## src/rtl/upsc_pkg.sv

```systemverilog
// Shared types, constants and helpers for the integer pixel upscaler.
// No dependencies; every other file of the block but upsc_ram imports it.
package upsc_pkg;

   // default sizing handed to the top level parameters, and the queue depth
   localparam int DEF_MAX_WIDTH = 1024;
   localparam int DEF_MAX_SCALE = 64;
   localparam int QUEUE_DEPTH   = 4;

   // register file geometry
   localparam int CSR_INDEX_W = 2;
   localparam int CSR_DATA_W  = 16;
   localparam int SCALE_W     = 7;
   localparam int SRC_WIDTH_W = 11;
   localparam int SRC_HEIGHT_W = 16;
   localparam int PIXEL_W     = 24;

   // register indexes
   localparam logic [CSR_INDEX_W-1:0] CSR_SCALE  = 2'd0;
   localparam logic [CSR_INDEX_W-1:0] CSR_WIDTH  = 2'd1;
   localparam logic [CSR_INDEX_W-1:0] CSR_HEIGHT = 2'd2;

   // item kinds
   localparam logic OP_PIXEL  = 1'b0;
   localparam logic OP_REPLAY = 1'b1;

   // input word
   typedef struct packed {
      logic       opcode;
      logic [7:0] blue;
      logic [7:0] green;
      logic [7:0] red;
   } upsc_req_type;

   // result word
   typedef struct packed {
      logic [7:0] out_blue;
      logic [7:0] out_green;
      logic [7:0] out_red;
      logic       row_end;
      logic [1:0] pad_bytes;
      logic       run_last;
      logic       image_end;
      logic       order_error;
   } upsc_rsp_type;

   // command from the front end to the output expander
   typedef struct packed {
      logic                err;
      logic [PIXEL_W-1:0]  pix;       // {red, green, blue}
      logic                row_end;
      logic [1:0]          pad;
      logic                img_end;
   } upsc_cmd_type;

   // front end to queue handoff
   typedef struct packed {
      logic         push;
      upsc_cmd_type cmd;
   } upsc_push_type;

   // row padding: (4 - (w*f*3) mod 4) mod 4 reduces to (w*f) mod 4
   function automatic logic [1:0] pad_count(input logic [1:0] w_lo, input logic [1:0] f_lo);
      logic [3:0] prod;
      prod = {2'b00, w_lo} * {2'b00, f_lo};
      return prod[1:0];
   endfunction

endpackage

```

## src/rtl/upsc_queue.sv

```systemverilog
// Short command queue between front end and output expander.
// Depends on upsc_pkg.
module upsc_queue #(
   parameter int DEPTH = 4
) (
   input  logic                    clock,
   input  logic                    reset,
   input  upsc_pkg::upsc_push_type wr,
   output logic                    full,
   input  logic                    pop,
   output logic                    empty,
   output upsc_pkg::upsc_cmd_type  rd_cmd
);
   import upsc_pkg::*;

   localparam int PW = (DEPTH > 1) ? $clog2(DEPTH) : 1;
   localparam int NW = $clog2(DEPTH + 1);

   upsc_cmd_type  entry_ff [DEPTH];
   logic [PW-1:0] wr_ptr_ff, wr_ptr_in;
   logic [PW-1:0] rd_ptr_ff, rd_ptr_in;
   logic [NW-1:0] count_ff, count_in;
   logic          do_wr, do_rd;

   assign full   = count_ff == NW'(DEPTH);
   assign empty  = count_ff == '0;
   assign do_wr  = wr.push && !full;
   assign do_rd  = pop && !empty;
   assign rd_cmd = entry_ff[rd_ptr_ff];

   // pointer wrap
   always_comb begin
      wr_ptr_in = wr_ptr_ff;
      rd_ptr_in = rd_ptr_ff;
      count_in  = count_ff;
      if (do_wr) begin
         wr_ptr_in = (wr_ptr_ff == PW'(DEPTH - 1)) ? '0 : PW'(wr_ptr_ff + 1'b1);
      end
      if (do_rd) begin
         rd_ptr_in = (rd_ptr_ff == PW'(DEPTH - 1)) ? '0 : PW'(rd_ptr_ff + 1'b1);
      end
      if (do_wr && !do_rd) begin
         count_in = NW'(count_ff + 1'b1);
      end else if (do_rd && !do_wr) begin
         count_in = NW'(count_ff - 1'b1);
      end
   end

   always_ff @(posedge clock) begin
      if (reset) begin
         wr_ptr_ff <= '0;
         rd_ptr_ff <= '0;
         count_ff  <= '0;
      end else begin
         wr_ptr_ff <= wr_ptr_in;
         rd_ptr_ff <= rd_ptr_in;
         count_ff  <= count_in;
      end
   end

   // storage
   always_ff @(posedge clock) begin
      if (do_wr) begin
         entry_ff[wr_ptr_ff] <= wr.cmd;
      end
   end

endmodule

```

## config.mk

```make
export PLATFORM = sky130hd
export DESIGN_NAME = upsc_queue
export DESIGN_NICKNAME = d
export VERILOG_FILES = /design/src/rtl/upsc_pkg.sv /design/src/rtl/upsc_queue.sv
export SDC_FILE = /design/constraint.sdc
export NUM_CORES = 1
export LEC_CHECK = 0
export BUFFER_PORTS_ARGS = -buffer_cell sky130_fd_sc_hd__buf_4
export CAP_MARGIN = 20
export CORE_ASPECT_RATIO = 1.4
export CORE_MARGIN = 1.5
export CORE_UTILIZATION = 56
export CTS_CLUSTER_SIZE = 10
export DETAILED_ROUTE_END_ITERATION = 6
export GPL_TIMING_DRIVEN = 0
export PLACE_DENSITY = 0.84
export SYNTH_ARGS = -nofsm -noshare
export SYNTH_HDL_FRONTEND = slang
export SYNTH_SLANG_ARGS = --single-unit
```

## constraint.sdc

```tcl
create_clock -name clock -period 4.95 [get_ports clock]
set_input_delay 0.2475 -clock clock [delete_from_list [all_inputs] [get_ports clock]]
set_output_delay 0.2475 -clock clock [all_outputs]
set_load 0.005 [all_outputs]
```

* Word level (Yosys, flattened, before mapping)
Memories as Yosys holds them, arrays and structs flattened. A register that Yosys moved wholly into a read port is not among the register bits.
Cells that the tools add are included.
** Storage, ports and cells
- Register bits :: 7
- Memory bits (writable) :: 116
- Memories kept :: 1
** Cells by class
- Mux-type cells :: 8
- Add/subtract/negate cells :: 4
- Reduce and logical (&&, ||, !) cells :: 10
- Equality and inequality tests :: 3
** Memory list
- entry_ff :: words 4, bits a word 29, rd ports 1, clocked after memory_dff 1, write ports 1, line upsc_queue.sv:19 : upsc_cmd_type entry_ff [DEPTH];
** Operator list (count)
- $mux W2 :: 4
- $mux W3 :: 2
- $add A2 B1 Y2 const B :: 2
- $eq A2 B2 Y1 const B :: 2
- $logic_and A1 B1 Y1 :: 4
- $logic_not A1 Y1 :: 4
- $add A3 B1 Y3 const B :: 1
- $eq A3 B3 Y1 const B :: 1
- $logic_not A3 Y1 :: 1
- $sub A3 B1 Y3 const B :: 1
- $mux W1 :: 2
- $reduce_bool A2 Y1 :: 1

* Logic depth before layout (Yosys ltp)
- Depth after elaboration :: 7
- Gate-level depth with buffers :: 10

* Worst setup path before layout
Ideal clock, no wire load.
- Path kind :: register -> register
- From :: reg count_ff[0]
- To :: reg count_ff[2]
- Data arrival time :: 2.112 ns
- Setup time :: 0.070 ns
- Stages on the path, launching flop included :: 11
- Period minus slack after synthesis :: 2.182 ns
- Buffers on the path :: 1
- Slack :: 2.768 ns
- Path through :: dfxtp_1 or3b_1 buf_6 clkinv_4 nor2_2 ha_1 inv_1 fa_1 xor2_1 or3_2 a21oi_1
** On the way
- Longest elaborated chain between the ends :: 6
** Ends and longest elaborated chain
- from (decl) :: line upsc_queue.sv:22 : logic [NW-1:0] count_ff, count_in;
- from (signal assigned) :: line upsc_queue.sv:57 : count_ff <= count_in;
- $eq A3 B3 Y1 * :: line upsc_queue.sv:25 : assign full = count_ff == NW'(DEPTH);
- via full :: line upsc_queue.sv:9 : output logic full,
- $logic_not A1 Y1 * :: line upsc_queue.sv:27 : assign do_wr = wr.push && !full;
- $logic_and A1 B1 Y1 * :: line upsc_queue.sv:27
- via do_wr :: line upsc_queue.sv:23 : logic do_wr, do_rd;
- $logic_not A1 Y1 :: line upsc_queue.sv:44 : end else if (do_rd && !do_wr) begin
- $logic_and A1 B1 Y1 :: line upsc_queue.sv:44
- $reduce_bool A2 Y1 (no line)
Mark *: on every way through the listed nets, which the timed path passes. The rest lies on a longest branch. The select of a mux whose other input is x is not followed.
A chain may end at the register's enable or synchronous reset.

* Worst setup path after layout
- From :: reg count_ff[0]
- To :: reg count_ff[2]
** On the way
- Longest elaborated chain between the ends :: 6
** Ends and longest elaborated chain (line)
- $eq A3 B3 Y1 * :: upsc_queue.sv:25
- $logic_not A1 Y1 * :: upsc_queue.sv:27
- $logic_and A1 B1 Y1 * :: upsc_queue.sv:27
- via do_wr :: upsc_queue.sv:23
- $logic_not A1 Y1 :: upsc_queue.sv:44
- $logic_and A1 B1 Y1 :: upsc_queue.sv:44
- $reduce_bool A2 Y1 (no line)
Marks and branches as above.

==> results.ini <==
[sta]
hold_violations=0
fmax_mhz=423.7
skew_ns=0.005759
worst_pin_slew_ns=0.7751
setup_tns_ns=0
period_minus_slack_ns=2.360
rsz0062_at_grt=false
setup_violations=0
holdWs_ns=0.03681
slew_headroom=0.4833
final_max_slew_viol_count=0
fin_crit_sh=0.4768

[drt]
detail_route.wl_per_cell_um=19.89
drcViolationCount=0
viasPerCell=5.564
drt_iter0_markers=120
drt_wl_total_mm=7.895
via_count=2209
ant_nets=0
firstDrtPassIters=4

[clock_tree]
cts.clk_slew.worst_paths_ns=0.05
cts.sink_count=125
cts_tree=done
htree_levels=4
postCtsSetupBuffers=0
postCtsHoldBufs=0
worstSkewPairLatency_ns=0.41
cts.repair.resized=0
cts_buffers=17
clockRootBuffer=clkbuf_16
cts.path.max_buffers=2

[logic_synthesis]
synth-seq-area-share=0.7839
synth.cell_area_um2=4673
yosys-top-cells-area=edfxtp_1 75%, mux4_2 14%, dfxtp_1 3.9%
netlist.area_leader.share=0.7454
ys_ff_latch=125
syn-num-nets=241
ys_warn_count=0
syn_inst=201
synthDistinctLibCells=25
syn_area_per_cell_um2=23.25
synth_top_area_cell=edfxtp_1

[worst_setup_path]
critPathKind=register to register
slowest_delay_ns=0.44
ff2ff_path_depth=10
cp-end-kind=register
r2r-start=count_ff[0]
regToRegEndpoint=count_ff[2]
path_max_fanout=7
cp_cell_sequence=or3b_1, buf_6, clkinv_4, nor2_2, ha_1, inv_1, fa_1, xor2_1, or3_2, a21oi_1
slowest_stage=dfxtp_1
cp-start-kind=register
rrSetupSlack_ns=2.59
crit_required_ns=5.29
critical_path_arrival_ns=2.70

[global_routing]
grt_pass1_wl_mm=12.54
antenna_found_initial=0
grt.total_usage=0.2051
grt_pass1_vias=2376
grt-ovfl-total=0
grt_max_degree=30

[final_layout]
drive_above_1_share=0.4508
nNetsFinal=322
multi_input_area_um2=929.6
seq_area_um2=3664
syn_to_final_growth_pct=25.09
fillers=501
antenna_cells=0

[die]
rows=39
die_h_um=111.1
fp.dieArea_um2=8910
start_util=0.5735
core_area_um2=8149
ios=64
die_x_um=80.21

[power_and_ir_drop]
cellLeakagePower_nw=2.049
vdd_drop_max_uv=416.8
power_density_nw_per_um2=535.6

[worst_hold_path]
hold_depth=1
hold_path_end=entry_ff[3][27]
hp-class=input pin to register
hold_start=wr[27]

[place]
dp_hpwl_mm=4.720
portBuffers=62
place_congestion=0.7091

[run_status]
status=finished clean

[flow_run]
max_cap_violations=0

==> synthesized netlist by cell type <==
library cell    n
nand2_1         1
nand3_1         2
or3_1           1
fa_1            1
o31ai_2         2
clkinv_4        1
mux2i_1         2
nor2_2          1
clkbuf_1        2
or3b_1          1
nor2_1          3
and3_2          4
buf_2           3
xor2_1          2
or3_2           1
buf_6           3
mux4_2         29
nor3_1          2
o21ai_1         1
inv_1           4
dfxtp_1         9
a21oi_1         3
o21ai_0         1
ha_1            6
edfxtp_1      116
==> placed cells by master (no fill, tap or decap) <==
cell        count
a21oi_1         3
and3_2          4
buf_2           3
buf_4          62
buf_6           3
bufinv_16       3
clkbuf_1        2
clkbuf_16      17
clkinv_1        5
clkinv_2        3
clkinv_4        1
clkinvlp_4      4
dfxtp_1         9
edfxtp_1      116
fa_1            1
ha_1            6
inv_1           4
mux2i_1         2
mux4_2         29
nand2_1         1
nand3_1         2
nor2_1          3
nor2_2          1
nor3_1          2
o21ai_0         1
o21ai_1         1
o31ai_2         2
or3_1           1
or3_2           1
or3b_1          1
xor2_1          2
==> how the worst max path moves through the flow <==
stage                              to  slack [ns]         from
after global placement    count_ff[2]        2.67  count_ff[0]
after detailed placement  count_ff[2]        2.60  count_ff[0]
after floorplan           count_ff[2]        2.77  count_ff[0]
final                     count_ff[2]        2.59  count_ff[0]
after CTS                 count_ff[2]        2.58  count_ff[0]
after global routing      count_ff[2]        2.42  count_ff[0]
==> per-stage QoR <==
step                utilization  worst slack [ns]  power, mW  instances  instance area, um^2
floorplan                     -             2.768      1.696        201                 4673
global placement         0.6462             2.666      1.946        365                 5266
detailed placement       0.6462             2.601      1.972        365                 5266
CTS                      0.7173             2.578      3.169        397                 5846
global route             0.7173             2.423      3.263        397                 5846
finish                   0.7173             2.590      3.131        397                 5846
==> power breakdown <==
group / leakage, nW / switching, mW / internal (mW)
clock: 0.272 / 0.413 / 0.777
sequential: 1.14 / 0.0417 / 1.28
combinational: 0.640 / 0.269 / 0.347
total: 2.05 / 0.724 / 2.41
==> registers in the layout, summed over array words and instances (netlist names), named ones only <==
name,cells
count_ff,3
entry_ff,116
rd_ptr_ff,2
wr_ptr_ff,2
==> routing by layer <==
layer,share of wire,vias to the layer above,global-route usage
met3,0.056,6,0.08971
li1,-,1000,-
met4,0.011,0,0.07931
met1,0.40,1136,0.2391
met2,0.53,67,0.3317
met5,0,-,0
==> kinds of logic after synthesis <==
| kind of cell | synth area share |
|---|---|
| mux | 0.1440 |
| compound gates | 0.01071 |
| buf+inv | 0.01713 |
| fa+ha+maj | 0.02035 |
| simple gates | 0.02008 |
| xor+xnor | 0.003749 |
| flops | 0.7839 |
==> critical path, delay by kind of cell (launching register included) <==
kind            cells  cell delay, ns
buf+inv             3            0.24
xor+xnor            1            0.18
fa+ha+maj           2            0.59
compound gates      1            0.14
simple gates        3            0.70
flops               1            0.44
==> layout make-up <==
cell class                      instances  share of cell area
Clock buffer                           17             0.07277
Buffer                                  8            0.009632
Timing Repair Buffer                   62             0.07962
Multi-Input combinational cell         63              0.1590
Inverter                                5            0.004067
Tap cell                              102             0.02183
Clock inverter                         15             0.02633
Sequential cell                       125              0.6267
No activity file was read; power rests on OpenSTA's default activity.
