--- src/rtl/upsc_pkg.sv ---
// Shared types, constants and helpers for the integer pixel upscaler.
// No dependencies; every other file of the block but upsc_ram imports it.
package upsc_pkg;

   // default sizing handed to the top level parameters, and the queue depth
   localparam int DEF_MAX_WIDTH = 1024;
   localparam int DEF_MAX_SCALE = 64;
   localparam int QUEUE_DEPTH   = 4;

   // register file geometry
   localparam int CSR_INDEX_W = 2;
   localparam int CSR_DATA_W  = 16;
   localparam int SCALE_W     = 7;
   localparam int SRC_WIDTH_W = 11;
   localparam int SRC_HEIGHT_W = 16;
   localparam int PIXEL_W     = 24;

   // register indexes
   localparam logic [CSR_INDEX_W-1:0] CSR_SCALE  = 2'd0;
   localparam logic [CSR_INDEX_W-1:0] CSR_WIDTH  = 2'd1;
   localparam logic [CSR_INDEX_W-1:0] CSR_HEIGHT = 2'd2;

   // item kinds
   localparam logic OP_PIXEL  = 1'b0;
   localparam logic OP_REPLAY = 1'b1;

   // input word
   typedef struct packed {
      logic       opcode;
      logic [7:0] blue;
      logic [7:0] green;
      logic [7:0] red;
   } upsc_req_type;

   // result word
   typedef struct packed {
      logic [7:0] out_blue;
      logic [7:0] out_green;
      logic [7:0] out_red;
      logic       row_end;
      logic [1:0] pad_bytes;
      logic       run_last;
      logic       image_end;
      logic       order_error;
   } upsc_rsp_type;

   // command from the front end to the output expander
   typedef struct packed {
      logic                err;
      logic [PIXEL_W-1:0]  pix;       // {red, green, blue}
      logic                row_end;
      logic [1:0]          pad;
      logic                img_end;
   } upsc_cmd_type;

   // front end to queue handoff
   typedef struct packed {
      logic         push;
      upsc_cmd_type cmd;
   } upsc_push_type;

   // row padding: (4 - (w*f*3) mod 4) mod 4 reduces to (w*f) mod 4
   function automatic logic [1:0] pad_count(input logic [1:0] w_lo, input logic [1:0] f_lo);
      logic [3:0] prod;
      prod = {2'b00, w_lo} * {2'b00, f_lo};
      return prod[1:0];
   endfunction

endpackage

--- src/rtl/upsc_back.sv ---
// Output expander: repeats each good command's pixel scale-factor times
// (error commands once), holds the current result word. Depends on upsc_pkg.
module upsc_back #(
   parameter int MAX_SCALE = 64
) (
   input  logic                              clock,
   input  logic                              reset,
   input  logic [$clog2(MAX_SCALE+1)-1:0]    eff_scale,
   input  logic                              q_empty,
   input  upsc_pkg::upsc_cmd_type            q_cmd,
   output logic                              q_pop,
   output logic                              rsp_empty,
   input  logic                              rsp_pop,
   output upsc_pkg::upsc_rsp_type            rsp_data
);
   import upsc_pkg::*;

   localparam int FW = $clog2(MAX_SCALE + 1);
   localparam int CW = (MAX_SCALE > 1) ? $clog2(MAX_SCALE) : 1;

   logic          busy_ff, busy_in;
   logic [CW-1:0] rep_ff, rep_in;
   upsc_cmd_type  cur_ff, cur_in;
   logic          last, take, done;

   assign last  = cur_ff.err || (((FW+1)'(rep_ff) + (FW+1)'(1)) == (FW+1)'(eff_scale));
   assign take  = rsp_pop && busy_ff;
   assign done  = take && last;
   assign q_pop = !q_empty && (!busy_ff || done);

   // load next command as the current one finishes
   always_comb begin
      busy_in = busy_ff;
      rep_in  = rep_ff;
      cur_in  = cur_ff;
      if (q_pop) begin
         busy_in = 1'b1;
         rep_in  = '0;
         cur_in  = q_cmd;
      end else if (done) begin
         busy_in = 1'b0;
      end else if (take) begin
         rep_in = CW'(rep_ff + 1'b1);
      end
   end

   always_ff @(posedge clock) begin
      if (reset) begin
         busy_ff <= 1'b0;
         rep_ff  <= '0;
      end else begin
         busy_ff <= busy_in;
         rep_ff  <= rep_in;
      end
   end

   always_ff @(posedge clock) begin
      cur_ff <= cur_in;
   end

   // result word; row and image marks only on the last copy
   assign rsp_empty            = !busy_ff;
   assign rsp_data.out_blue    = cur_ff.pix[7:0];
   assign rsp_data.out_green   = cur_ff.pix[15:8];
   assign rsp_data.out_red     = cur_ff.pix[23:16];
   assign rsp_data.row_end     = last && cur_ff.row_end;
   assign rsp_data.pad_bytes   = (last && cur_ff.row_end) ? cur_ff.pad : 2'd0;
   assign rsp_data.run_last    = last;
   assign rsp_data.image_end   = last && cur_ff.img_end;
   assign rsp_data.order_error = cur_ff.err;

endmodule

--- config.mk ---
export PLATFORM = sky130hd
export DESIGN_NAME = upsc_back
export DESIGN_NICKNAME = d
export VERILOG_FILES = /design/src/rtl/upsc_pkg.sv /design/src/rtl/upsc_back.sv
export SDC_FILE = /design/constraint.sdc
export NUM_CORES = 1
export LEC_CHECK = 0
export ABC_AREA = 1
export BUFFER_PORTS_ARGS = -buffer_cell sky130_fd_sc_hd__buf_2
export CAP_MARGIN = 10
export CORE_ASPECT_RATIO = 1.4
export CORE_MARGIN = 2
export CORE_UTILIZATION = 30
export DETAILED_ROUTE_END_ITERATION = 12
export PLACE_DENSITY = 0.61
export SLEW_MARGIN = 25
export SYNTH_ARGS = -nofsm -noshare
export SYNTH_HDL_FRONTEND = slang
export SYNTH_SLANG_ARGS = --single-unit
--- constraint.sdc ---
create_clock -name clock -period 4.1 [get_ports clock]
set_input_delay 0.82 -clock clock [delete_from_list [all_inputs] [get_ports clock]]
set_output_delay 0.82 -clock clock [all_outputs]
set_load 0.01 [all_outputs]
Word-level counts from Yosys, hierarchy flattened. Cells that the tools add are included. W data, S select, Z words.

Flip-flop bits (word level): 36. Input port bits: 40. Output and inout bits: 32. Logic and storage cells: 26.

Add/subtract/negate cells: 2. Eq/ne operators: 1. Mux-type cells: 3. Bitwise gates (word level): 1. Reduce and logical (&&, ||, !) cells: 12.

Operators with widths (count): $add A6 B1 Y7 const B (1); $eq A7 B7 Y1 (1); $add A6 B1 Y6 const B (1); $logic_and A1 B1 Y1 (5); $logic_not A1 Y1 (2); $logic_or A1 B1 Y1 (2); $mux W1 (2); $mux W2 (1); $reduce_and A2 Y1 (1); $reduce_bool A2 Y1 (1); $reduce_or A2 Y1 (1); $not A1 Y1 (1).

Logic depth before layout (Yosys ltp). Gate-level depths: netlist (run 1).

Depth after elaboration: 7. Depth in mapped cells: 15. Gate-level depth less buffers: 15.

Worst setup path before layout (run 1). No wires, ideal clock.

Path type: in2out. From: in eff_scale[0]. To: out q_pop. Arrival time: 2271 ps. Required time: 3280 ps. Setup slack: 1009 ps. Stages: 12. Buffers on the path: 0. Cell sequence: inv_1 -> nand2_1 -> nand2_1 -> nor2_1 -> nand2_1 -> nor2_2 -> nand3_4 -> nand2_4 -> nand2_2 -> nand2_4 -> nand2_4 -> inv_1.

Word-level cells in the longest chain between the ends: 5.

Ends and longest elaborated chain: from (decl) (line upsc_back.sv:8) `input logic [$clog2(MAX_SCALE+1)-1:0] eff_scale,`; $eq A7 B7 Y1 (line upsc_back.sv:26) `assign last = cur_ff.err || (((FW+1)'(rep_ff) + (FW+1)'(1)) == (FW+1)'(eff_scale));`; $logic_or A1 B1 Y1 (line upsc_back.sv:26); via last (line upsc_back.sv:24) `logic last, take, done;`; $logic_and A1 B1 Y1 (line upsc_back.sv:28) `assign done = take && last;`; $logic_or A1 B1 Y1 (line upsc_back.sv:29) `assign q_pop = !q_empty && (!busy_ff || done);`; $logic_and A1 B1 Y1 (line upsc_back.sv:29); to (decl) (line upsc_back.sv:11) `output logic q_pop,`.

The timed path passes the listed nets, and every way through them passes these cells.

Worst setup path after layout (run 1).
From: reg rep_ff[0]. To: out q_pop.

Word-level cells in the longest chain between the ends: 6.

Ends and longest elaborated chain: from (decl) (line upsc_back.sv:22) `logic [CW-1:0] rep_ff, rep_in;`; from (signal assigned) (line upsc_back.sv:53) `rep_ff <= rep_in;`; $add A6 B1 Y7 (line upsc_back.sv:26); $eq A7 B7 Y1 (line upsc_back.sv:26); $logic_or A1 B1 Y1 (line upsc_back.sv:26); $logic_and A1 B1 Y1 (line upsc_back.sv:28); $logic_or A1 B1 Y1 (line upsc_back.sv:29); $logic_and A1 B1 Y1 (line upsc_back.sv:29).

No other way between the ends.

==> out/results.md, run 1 <==
| Group | Result | This run |
| --- | --- | --- |
| clock network | Post-CTS setup-driven buffer insertion count | 0 |
| sta | Setup violators final | 0 |
| power and ir drop | Total power per unit cell area | 374 nW/um^2 |
| synthesis | Syn. warnings | 0 |
| worst setup path | Worst stage delay on the critical path | 440 ps |
| route | Average wire per standard cell | 10.3 um |
| placement | Worst Setup Slack post-DPL | 1250 ps |
| sta | Period Utilization, post-route | 0.729 |
| worst setup path | Category of the most critical setup path | reg2out |
| worst setup path | Data required time of the worst path | 3280 ps |
| sta | Transition time of the tightest slew-check pin | 355 ps |
| die | Initial core utilization | 0.308 |
| clock network | Clk sink count | 36 |
| placement | Final RePlAce weighted congestion | 0.785 |
| route | Via Count | 1267 |
| worst setup path | Crit path cell chain | ha_1, nand2_2, nor2_2, nand2_1, nand2_1, nand2_1, nor2_2, nand3_4, nand2_4, nand2_2, nand2_4, nand2_4, inv_1, buf_2 |
| global route | GRT Overall Usage | 0.0964 |
| synthesis | Share of the synthesized area in the top cell type | 0.489 |
| global route | Pin count of the biggest net entering global routing | 30 |
| worst setup path | Startpoint kind of the worst setup timing path | flop |
| clock network | Clock-pin slew on the worst setup and hold paths | 70 ps |
| clock network | Clock network latency to the later pin of the worst-skew pair | 280 ps |
| die | Die outline area | 6580 um^2 |
| die | I/O pin total | 72 |
| power and ir drop | Reported leakage power | 1.01 nW |
| global route | Antenna violations before repair | 0 |
| synthesis | Syn Nets | 220 |
| clock network | CTS tree | built |
| synthesis | Syn Std Cell Area | 1780 um^2 |
| route | Routed wire length | 3.12 mm |
| route | Number of design rule violations left after detail routing | 0 |
| outcome | Result of the run | finished, final reports clean |
| synthesis | Number of cells produced by synthesis | 179 |
| route | Number of nets with antenna violations after routing | 0 |
| sta | Number of max-slew violations in the final report | 0 |
| min path | Classification of the worst-slack hold path | reg2reg |
| sta | Headroom to the max-slew limit | 0.764 |
| clock network | Number of H-tree levels | 2 |
| synthesis | Share of synthesized area occupied by flip-flops and latches | 0.568 |
| sta | Final Hold Violating Endpoints | 0 |
| global route | Global routing usage on met3 | 0.0307 |
| placement | HPWL after detailed placement | 2.54 mm |
| synthesis | Number of synthesized register bits | 36 |
| die | Die Ht | 95.2 um |
| cells and area | Fillers | 608 |
| sta | Max Fclk | 0.335 GHz |
| sta | Unrepaired setup endpoints after global routing | false |
| clock network | Cell at the root of the clock tree | clkbuf_8 |
| placement | Total of buffers placed on input and output ports | 71 |
| clock network | TritonCTS buffer count | 5 |
| cells and area | Fraction of final layout cells with drive strength greater than 1 | 0.425 |
| global route | Global-route wire length before repair | 5.04 mm |
| power and ir drop | Highest ir drop seen on vdd | 139 uV |
| global route | Met2 usage | 0.172 |
| clock network | Post-CTS Hold Fix Bufs | 0 |
| die | Site row count | 33 |
| global route | Global route overflow | 0 |
| worst setup path | Crit-path max FO | 9 |
| cells and area | Area growth from synthesis to layout | 20.6% |
| cells and area | Number of diodes | 0 |
| global route | Busiest metal layer after global routing | met2 |
| sta | Min Clock Period, post-route | 2990 ps |
| global route | M1 GR Usage | 0.104 |
| worst setup path | Nature of the critical path endpoint | output port |
| route | Violation count after the first detailed-routing iteration | 56 |
| synthesis | Number of distinct library cells after synthesis | 20 |
| cells and area | Share of the core filled with cells in the final layout | 0.371 |
| clock network | Resized Gates After CTS | 0 |
| synthesis | Top area cells in the synthesized netlist | edfxtp_1 49%, buf_4 11%, nand2_1 9.3% |
| sta | Worst clock skew | 6.46 ps |
| cells and area | Post-layout net count | 273 |
| sta | Worst path setup slack after routing | 1110 ps |
| clock network | Worst-case clock buffer depth | 2 |
| synthesis | Biggest area consumer among synthesized cells | edfxtp_1 |
| synthesis | Mean instance size in the synthesized netlist | 9.95 um^2 |
| worst setup path | Worst path slowest cell | dfxtp_1 |
| route | Iteration count of the initial detailed-routing pass | 4 |
| die | Chip width | 69.1 um |
| worst setup path | Arrival time of data at the critical path endpoint | 2170 ps |
| route | Mean number of vias per cell | 4.18 |
| run | Total of max-cap violations | 0 |
| global route | Via count of the first global-routing pass | 1163 |
| die | Core region area | 5780 um^2 |
| sta | Fin Setup TNS | 0 ps |
-- flip-flops by register name, indices dropped and copies added, names as in the netlist --
| register | flops |
|---|---|
| rsp_data | 25 |
| busy_ff | 1 |
| rep_ff | 6 |
| cur_ff | 4 |
-- cell type report --
type | count | area (um^2) | area share
Clock buffer | 5 | 68.8 | 0.0321
Timing Repair Buffer | 72 | 363 | 0.169
Clock inverter | 3 | 42.5 | 0.0198
Tap cell | 70 | 87.6 | 0.0408
Sequential cell | 36 | 1010 | 0.471
Inverter | 32 | 120 | 0.0559
Multi-Input combinational cell | 85 | 454 | 0.212
-- worst paths after layout --
check | start | to | slack, ps | depth (start not counted)
setup reg to reg | rep_ff[0]$_SDFFE_PP0P_ | rsp_data[25]$_DFFE_PP_ | 1660 | 14
hold / removal | busy_ff$_SDFFE_PP0P_ | busy_ff$_SDFFE_PP0P_ | 530 | 2
hold reg to reg | busy_ff$_SDFFE_PP0P_ | busy_ff$_SDFFE_PP0P_ | 530 | 2
setup / recovery | rep_ff[0]$_SDFFE_PP0P_ | q_pop | 1110 | 14
-- per-stage QoR --
stage | total power, mW | instance area [um^2] | cells | hold slack (ps)
6_report | 0.804 | 2150 | 303 | 529
5_1_grt | 0.841 | 2150 | 303 | 559
4_1_cts | 0.817 | 2150 | 303 | 537
3_5_place_dp | 0.512 | 2040 | 295 | 527
3_3_place_gp | 0.509 | 2040 | 295 | 517
2_1_floorplan | 0.487 | 1780 | 179 | 497
-- critical path: cells and delay by family, from the launching register on --
family | cells | cell delay (ps)
adder cells (fa/ha/maj) | 1 | 240
buffers and inverters | 2 | 210
flip-flops | 1 | 440
AND/OR/NAND/NOR | 11 | 990
-- cell families (layout without fill, tap and decap cells) --
group / count (synthesis) / in the layout / synth area share
flip-flops: 36 / 36 / 0.568
AND/OR/NAND/NOR: 82 / 82 / 0.241
AO/OA/AOI/OAI: 2 / 2 / 0.00703
buffers and inverters: 58 / 112 / 0.177
adder cells (fa/ha/maj): 1 / 1 / 0.00703
-- report_power, final --
part           switching [mW]  internal [mW]
combinational          0.0458         0.0340
sequential            0.00498          0.417
clock                   0.123          0.180
-- cells in the final DEF, fill, tap and decap left out --
master,count
a21boi_0,1
a21oi_1,1
buf_2,71
buf_4,1
bufinv_16,1
clkbuf_8,5
clkinv_1,1
clkinv_2,1
clkinvlp_4,1
dfxtp_1,7
edfxtp_1,29
ha_1,1
inv_1,30
inv_2,1
nand2_1,44
nand2_2,2
nand2_4,3
nand2_8,1
nand3_1,9
nand3_2,1
nand3_4,1
nand3b_1,1
nand4_1,7
nor2_1,3
nor2_2,10
-- synthesized netlist by cell type (all sizes together) --
master	n
a21boi	1
a21oi	1
buf	26
clkinv	1
dfxtp	7
edfxtp	29
ha	1
inv	31
nand2	50
nand3	11
nand3b	1
nand4	7
nor2	13
-- per-layer routing --
| layer | vias up | routed length (um) |
|---|---|---|
| met5 | - | 0 |
| met2 | 54 | 1550 |
| met4 | 0 | 60 |
| met1 | 561 | 1270 |
| li1 | 645 | - |
| met3 | 7 | 239 |
No activity file was read; power rests on OpenSTA's default activity.
==> run 2, diff against run 1 <==
--- a/config.mk
+++ b/config.mk
@@ -12,7 +12,7 @@
 export CORE_MARGIN = 2
 export CORE_UTILIZATION = 30
 export DETAILED_ROUTE_END_ITERATION = 12
-export PLACE_DENSITY = 0.61
+export PLACE_DENSITY = 0.63
 export SLEW_MARGIN = 25
 export SYNTH_ARGS = -nofsm -noshare
 export SYNTH_HDL_FRONTEND = slang
==> constraint.sdc (replaced) <==
create_clock -name clock -period 2.4 [get_ports clock]
set_input_delay 0.48 -clock clock [delete_from_list [all_inputs] [get_ports clock]]
set_output_delay 0.48 -clock clock [all_outputs]
set_load 0.01 [all_outputs]
==> out/results.md, run 2 (same netlist as run 1, synthesis figures left out) <==
| Group | Result | This run | vs previous |
| --- | --- | --- | --- |
| sta | Final Hold Violating Endpoints | 0 | unchanged |
| cells and area | Share of the core filled with cells in the final layout | 0.389 | was 0.371 |
| sta | Max Fclk | 0.421 GHz |  |
| cells and area | Most common cell after layout, fill and taps aside | buf_2 | unchanged |
| worst setup path | Crit-path max FO | 6 | was 9 |
| power and ir drop | P_sw | 0.301 mW | was 0.173 mW |
| global route | Via count of the first global-routing pass | 1178 | was 1163 |
| global route | Global-route wire length before repair | 5.39 mm | was 5.04 mm |
| sta | Min Clock Period, post-route | 2370 ps |  |
| clock network | Post-CTS Hold Fix Bufs | 0 | unchanged |
| run | Total of max-cap violations | 0 | unchanged |
| worst setup path | Worst stage delay on the critical path | 390 ps | was 440 ps |
| sta | Unrepaired setup endpoints after global routing | true | was false |
| cells and area | Post-layout net count | 277 | was 273 |
| min path | Startpoint of the lowest-slack hold path | q_cmd[1] | was busy_ff$_SDFFE_PP0P_ |
| route | Via Count | 1272 | was 1267 |
| cells and area | Commonest cells after routing, fill and taps aside | 70 x buf_2, 42 x nand2_1, 29 x inv_1, 29 x edfxtp_1 | was 71 x buf_2, 44 x nand2_1, 30 x inv_1 |
| placement | Total of buffers placed on input and output ports | 71 | unchanged |
| outcome | Result of the run | finished, final reports clean | unchanged |
| power and ir drop | Clock network fraction of design power | 0.372 | was 0.376 |
| min path | Number of cells on the worst hold path | 1 | was 2 |
| clock network | Number of H-tree levels | 2 | unchanged |
| route | Violation count after the first detailed-routing iteration | 93 | was 56 |
| worst setup path | Top Family by Delay on Critical Path | simple AND/OR/NAND/NOR gates | unchanged |
| clock network | Clock-pin slew on the worst setup and hold paths | 70 ps | about the same |
| route | Average wire per standard cell | 11.1 um | was 10.3 um |
| power and ir drop | Reported leakage power | 1.05 nW | was 1.01 nW |
| die | Die Ht | 95.2 um | unchanged |
| route | Number of nets with antenna violations after routing | 0 | unchanged |
| placement | Final RePlAce weighted congestion | 0.763 | was 0.785 |
| sta | Transition time of the tightest slew-check pin | 364 ps | was 355 ps |
| clock network | Clock network latency to the later pin of the worst-skew pair | 280 ps | about the same |
| power and ir drop | Switch share | 0.217 | was 0.216 |
| clock network | CTS tree | built | unchanged |
| sta | Headroom to the max-slew limit | 0.756 | was 0.764 |
| power and ir drop | Highest ir drop seen on vdd | 369 uV | was 139 uV |
| sta | Worst path setup slack after routing | 27.5 ps | was 1110 ps |
| sta | Period Utilization, post-route | 0.989 |  |
| die | Site row count | 33 | unchanged |
| cells and area | Filler-free cell count of the finished design | 307 | was 303 |
| clock network | Worst-case clock buffer depth | 2 | unchanged |
| worst setup path | Arrival time of data at the critical path endpoint | 1890 ps | was 2170 ps |
| cells and area | Fraction of final layout cells with drive strength greater than 1 | 0.468 | was 0.425 |
| sta | Worst clock skew | 6.68 ps | was 6.46 ps |
| placement | HPWL after detailed placement | 2.68 mm | was 2.54 mm |
| die | Chip width | 69.1 um | unchanged |
| sta | Minimum hold slack | 371 ps | was 529 ps |
| global route | Pin count of the biggest net entering global routing | 30 | unchanged |
| cells and area | Multi-input combinational cell area | 494 um^2 | was 454 um^2 |
| worst setup path | Nature of the critical path endpoint | output port | unchanged |
| die | I/O pin total | 72 | unchanged |
| worst setup path | CP most frequent cell | nand2_4 |  |
| min path | Classification of the worst-slack hold path | in2reg | was reg2reg |
| sta | Number of max-slew violations in the final report | 0 | unchanged |
| power and ir drop | Total power per unit cell area | 615 nW/um^2 | was 374 nW/um^2 |
| global route | Antenna violations before repair | 0 | unchanged |
| route | Mean number of vias per cell | 4.14 | was 4.18 |
| power and ir drop | Internal power | 1.08 mW | was 0.630 mW |
| cells and area | Flip-flop count of the largest register after layout | 25 | unchanged |
| worst setup path | Crit path cell chain | ha_4, nand2_4, nor2_4, nand2_1, nand2_1, nand2_1, nor2_2, nand3_4, nand2_4, nand2_4, nand2_4, nand2_4, clkinvlp_4, buf_6 | was ha_1, nand2_2, nor2_2, nand2_1, nand2_1, nand2_1, nor2_2, nand3_4, nand2_4, nand2_2, nand2_4, nand2_4, inv_1, buf_2 |
| worst setup path | Data required time of the worst path | 1920 ps | was 3280 ps |
| worst setup path | Reg-to-reg critical path endpoint | rsp_data[19]$_DFFE_PP_ | was rsp_data[25]$_DFFE_PP_ |
| cells and area | Fillers | 583 | was 608 |
| route | Iteration count of the initial detailed-routing pass | 4 | unchanged |
| die | Initial core utilization | 0.308 | unchanged |
| worst setup path | R2r worst-path depth | 14 | unchanged |
| worst setup path | Register-to-register setup slack | 390 ps | was 1660 ps |
| clock network | TritonCTS buffer count | 5 | unchanged |
| placement | Cell Count Post-Placement | 296 | was 295 |
| cells and area | Number of diodes | 0 | unchanged |
| cells and area | Total area of sequential cells | 1020 um^2 | was 1010 um^2 |
| sta | Fin Setup TNS | 0 ps | unchanged |
| route | Number of design rule violations left after detail routing | 0 | unchanged |
| worst setup path | Launching point of the worst reg2reg path | rep_ff[0]$_SDFFE_PP0P_ | unchanged |
| die | Core region area | 5780 um^2 | unchanged |
| worst setup path | Category of the most critical setup path | reg2out | unchanged |
| worst setup path | Startpoint kind of the worst setup timing path | flop | unchanged |
| power and ir drop | Register share of total power | 0.519 | was 0.525 |
| min path | Worst hold endpoint | cur_ff[1]$_DFFE_PP_ | was busy_ff$_SDFFE_PP0P_ |
| placement | Worst Setup Slack post-DPL | 113 ps | was 1250 ps |
| sta | Setup violators final | 0 | unchanged |
| global route | GRT Overall Usage | 0.107 | was 0.0964 |
| clock network | Cell at the root of the clock tree | clkbuf_8 | unchanged |
| cells and area | Area growth from synthesis to layout | 26.3% | was 20.6% |
| worst setup path | Worst path slowest cell | dfxtp_4 | was dfxtp_1 |
| route | Routed wire length | 3.41 mm | was 3.12 mm |
| die | Die outline area | 6580 um^2 | unchanged |
| power and ir drop | Portion of total power attributed to combinational logic | 0.109 | was 0.099 |
| worst setup path | Number of buffers and inverters on the critical path | 2 | unchanged |
| clock network | Clk sink count | 36 | unchanged |
| global route | Global route overflow | 0 | unchanged |
## run 2: changes by cell type in the layout (fill, tap and decap cells not counted), moves of 2 or more
cell,before,now
buf_4,1,4
dfxtp_1,7,4
dfxtp_4,0,2
nand2_1,44,42
nand2_4,3,5
nor2_4,0,2
## run 2: layer usage
metal | GRT usage | up-vias | wire (um)
met5 | 0 | - | 0
li1 | - | 656 | -
met4 | 0.0556 | 0 | 39
met3 | 0.0317 | 2 | 232
met1 | 0.122 | 550 | 1450
met2 | 0.182 | 64 | 1690
## run 2: power groups by stage
stage	clock (mW)	sequential (mW)	combinational, mW
2_1_floorplan	0	0.733	0.0995
6_report	0.514	0.718	0.151
3_3_place_gp	0	0.733	0.146
4_1_cts	0.532	0.720	0.151
5_1_grt	0.565	0.721	0.166
3_5_place_dp	0	0.734	0.147
## run 2: per-stage QoR
step | area, um^2 | power, mW
after global routing | 2250 | 1.45
after detailed placement | 2060 | 0.881
after global placement | 2060 | 0.879
final | 2250 | 1.38
after floorplan | 1780 | 0.833
after CTS | 2210 | 1.40
## run 2: repair_timing
action                                  in CTS  in global routing
gates resized for setup                     11                  5
pin swaps                                    2                  4
buffers inserted                             0                  3
endpoints found under the setup margin       5                  5
## run 2: cell type report
type	count	share of cell area
multi-input combinational	85	0.220
sequential	36	0.454
clock inverter	3	0.0189
tap	70	0.0390
timing repair buffer	76	0.183
inverter	32	0.0551
clock buffer	5	0.0306
## run 2: worst max-delay path by stage
| stage | from | to | slack (ps) | cells past startpoint |
|---|---|---|---|---|
| floorplan | rep_ff[0]$_SDFFE_PP0P_ | q_pop | 90 | 14 |
| global placement | rep_ff[0]$_SDFFE_PP0P_ | q_pop | 160 | 15 |
| detailed placement | rep_ff[0]$_SDFFE_PP0P_ | q_pop | 110 | 14 |
| CTS | rep_ff[0]$_SDFFE_PP0P_ | rsp_data[1] | -20 | 12 |
| global route | rep_ff[0]$_SDFFE_PP0P_ | q_pop | -110 | 14 |
| finish | rep_ff[0]$_SDFFE_PP0P_ | q_pop | 30 | 14 |
==> run 3, diff against run 2 <==
--- a/config.mk
+++ b/config.mk
@@ -12,6 +12,7 @@
 export CORE_MARGIN = 2
 export CORE_UTILIZATION = 30
 export DETAILED_ROUTE_END_ITERATION = 12
+export GPL_TIMING_DRIVEN = 0
 export PLACE_DENSITY = 0.63
 export SLEW_MARGIN = 25
 export SYNTH_ARGS = -nofsm -noshare
==> constraint.sdc (replaced) <==
create_clock -name clock -period 2.4 [get_ports clock]
set_input_delay 0.48 -clock clock [delete_from_list [all_inputs] [get_ports clock]]
set_output_delay 0.48 -clock clock [all_outputs]
set_load 0.02 [all_outputs]
==> out/results.md, run 3 (same netlist as run 1, synthesis figures left out) <==
| Group | Result | This run | vs previous |
| --- | --- | --- | --- |
| outcome | Result of the run | complete, but fails checks | was finished, final reports clean |
| outcome | Violations in the final reports | negative setup slack |  |
| clock network | Clock-pin slew on the worst setup and hold paths | 70 ps | about the same |
| placement | HPWL after detailed placement | 2.53 mm | was 2.68 mm |
| min path | Startpoint of the lowest-slack hold path | reset | was q_cmd[1] |
| clock network | TritonCTS buffer count | 5 | unchanged |
| power and ir drop | Reported leakage power | 1.19 nW | was 1.05 nW |
| worst setup path | Nature of the critical path endpoint | output port | unchanged |
| run | Total of max-cap violations | 0 | unchanged |
| sta | Setup violators final | 3 | was 0 |
| min path | Classification of the worst-slack hold path | in2reg | unchanged |
| die | Die Ht | 95.2 um | unchanged |
| clock network | Clk sink count | 36 | unchanged |
| route | Number of nets with antenna violations after routing | 0 | unchanged |
| cells and area | Flip-flop count of the largest register after layout | 25 | unchanged |
| die | Die outline area | 6580 um^2 | unchanged |
| sta | Min Clock Period, post-route | 2420 ps | was 2370 ps |
| cells and area | Post-layout net count | 306 | was 277 |
| worst setup path | Crit-path max FO | 4 | was 6 |
| route | Iteration count of the initial detailed-routing pass | 4 | unchanged |
| route | Via Count | 1364 | was 1272 |
| route | Violation count after the first detailed-routing iteration | 87 | was 93 |
| power and ir drop | P_sw | 0.325 mW | was 0.301 mW |
| cells and area | Fraction of final layout cells with drive strength greater than 1 | 0.530 | was 0.468 |
| cells and area | Number of diodes | 0 | unchanged |
| sta | Max Fclk | 0.413 GHz | was 0.421 GHz |
| die | Site row count | 33 | unchanged |
| cells and area | Share of the core filled with cells in the final layout | 0.426 | was 0.389 |
| global route | Pin count of the biggest net entering global routing | 16 | was 30 |
| global route | GRT Overall Usage | 0.109 | was 0.107 |
| route | Number of design rule violations left after detail routing | 0 | unchanged |
| clock network | Post-CTS Hold Fix Bufs | 0 | unchanged |
| clock network | Number of H-tree levels | 2 | unchanged |
| clock network | CTS tree | built | unchanged |
| global route | Antenna violations before repair | 0 | unchanged |
| power and ir drop | Register share of total power | 0.500 | was 0.519 |
| clock network | Worst-case clock buffer depth | 2 | unchanged |
| cells and area | Commonest cells after routing, fill and taps aside | 66 x buf_2, 43 x nand2_1, 36 x buf_4 | was 70 x buf_2, 42 x nand2_1, 29 x inv_1, 29 x edfxtp_1 |
| worst setup path | Data required time of the worst path | 1920 ps | about the same |
| sta | Worst path setup slack after routing | -22.5 ps | was 27.5 ps |
| worst setup path | Startpoint kind of the worst setup timing path | flop | unchanged |
| power and ir drop | Total power per unit cell area | 585 nW/um^2 | was 615 nW/um^2 |
| worst setup path | Arrival time of data at the critical path endpoint | 1940 ps | was 1890 ps |
| power and ir drop | Switch share | 0.226 | was 0.217 |
| power and ir drop | Internal power | 1.11 mW | was 1.08 mW |
| cells and area | Area growth from synthesis to layout | 38.4% | was 26.3% |
| sta | Final Hold Violating Endpoints | 0 | unchanged |
| route | Mean number of vias per cell | 4.06 | was 4.14 |
| worst setup path | Launching point of the worst reg2reg path | rep_ff[1]$_SDFFE_PP0P_ | was rep_ff[0]$_SDFFE_PP0P_ |
| placement | Worst Setup Slack post-DPL | -552 ps | was 113 ps |
| global route | Global-route wire length before repair | 5.56 mm | was 5.39 mm |
| power and ir drop | Highest ir drop seen on vdd | 173 uV | was 369 uV |
| die | I/O pin total | 72 | unchanged |
| die | Chip width | 69.1 um | unchanged |
| sta | Unrepaired setup endpoints after global routing | true | unchanged |
| sta | Worst clock skew | 3.89 ps | was 6.68 ps |
| sta | Headroom to the max-slew limit | 0.567 | was 0.756 |
| power and ir drop | Portion of total power attributed to combinational logic | 0.146 | was 0.109 |
| sta | Number of max-slew violations in the final report | 0 | unchanged |
| clock network | Cell at the root of the clock tree | clkbuf_8 | unchanged |
| sta | Period Utilization, post-route | 1.01 | was 0.989 |
| worst setup path | Critical path origin | rep_ff[1]$_SDFFE_PP0P_ | was rep_ff[0]$_SDFFE_PP0P_ |
| placement | Total of buffers placed on input and output ports | 71 | unchanged |
| global route | Global route overflow | 0 | unchanged |
| die | Core region area | 5780 um^2 | unchanged |
| power and ir drop | Clock network fraction of design power | 0.354 | was 0.372 |
| placement | Final RePlAce weighted congestion | 0.766 | was 0.763 |
| global route | Via count of the first global-routing pass | 1203 | was 1178 |
| route | Average wire per standard cell | 10.2 um | was 11.1 um |
| die | Initial core utilization | 0.308 | unchanged |
| route | Routed wire length | 3.42 mm | was 3.41 mm |
| cells and area | Most common cell after layout, fill and taps aside | buf_2 | unchanged |
| clock network | Clock network latency to the later pin of the worst-skew pair | 280 ps | about the same |
| worst setup path | Category of the most critical setup path | reg2out | unchanged |
| sta | Transition time of the tightest slew-check pin | 646 ps | was 364 ps |
## run 3: changes by cell type in the layout (fill, tap and decap cells not counted), sizes merged
cell and delta:
buf +28, clkinvlp +1
## run 3: critical path, stage by stage, from the launching register on
cell and delay, ps:
dfxtp_4 370, ha_4 180, nand2_4 80, inv_1 40, nand2_1 70, nand2_1 70
nand2_1 70, nand2_2 50, nor2_2 140, nand3_4 110, nand2_4 90, nand2_4 60
nand2_4 80, nand2_8 60, clkinvlp_4 80, buf_6 110
## run 3: per-stage QoR
step                      power (mW)  cells  cell area, um^2  hold slack (ps)  setup TNS, ps
after CTS                       1.46    335             2440              357           -150
after global placement         0.927    320             2230              506          -4290
after global routing            1.51    336             2460              351          -3320
after detailed placement       0.931    320             2230              521          -4970
final                           1.44    336             2460              368          -43.8
after floorplan                0.858    179             1780              497              0
## run 3: worst paths after layout
path | end | depth (start not counted) | slack, ps
min reg2reg | rep_ff[4]$_SDFFE_PP0P_ | 4 | 570
max | q_pop | 15 | -20
min | busy_ff$_SDFFE_PP0P_ | 2 | 370
max reg2reg | rsp_data[25]$_DFFE_PP_ | 14 | 70
## run 3: cell type report
class | instances | area (um^2)
Tap cell | 70 | 87.6
Timing Repair Buffer | 78 | 428
Sequential cell | 36 | 1020
Clock buffer | 5 | 68.8
Multi-Input combinational cell | 85 | 493
Clock inverter | 3 | 42.5
Buffer | 26 | 195
Inverter | 32 | 124
Fill cell | 581 | 3320
Timing Repair inverter | 1 | 5.00
## run 3: metal layers
metal	global-route usage	share of wire
met2	0.200	0.55
met1	0.118	0.39
met3	0.0201	0.054
met4	0.0621	0.014
met5	0	0
## run 3: what timing repair did
action	CTS	global route
pin swaps	8	4
gates resized for setup	17	5
endpoints found under the setup margin	35	21
buffers inserted	6	1
cloned	1	0
## run 3: power groups by stage
stage                     registers (mW)  logic (mW)  clock network (mW)
after floorplan                    0.733       0.124                   0
final                              0.719       0.211               0.510
after global placement             0.735       0.192                   0
after global routing               0.722       0.230               0.561
after detailed placement           0.736       0.194                   0
after CTS                          0.721       0.213               0.531
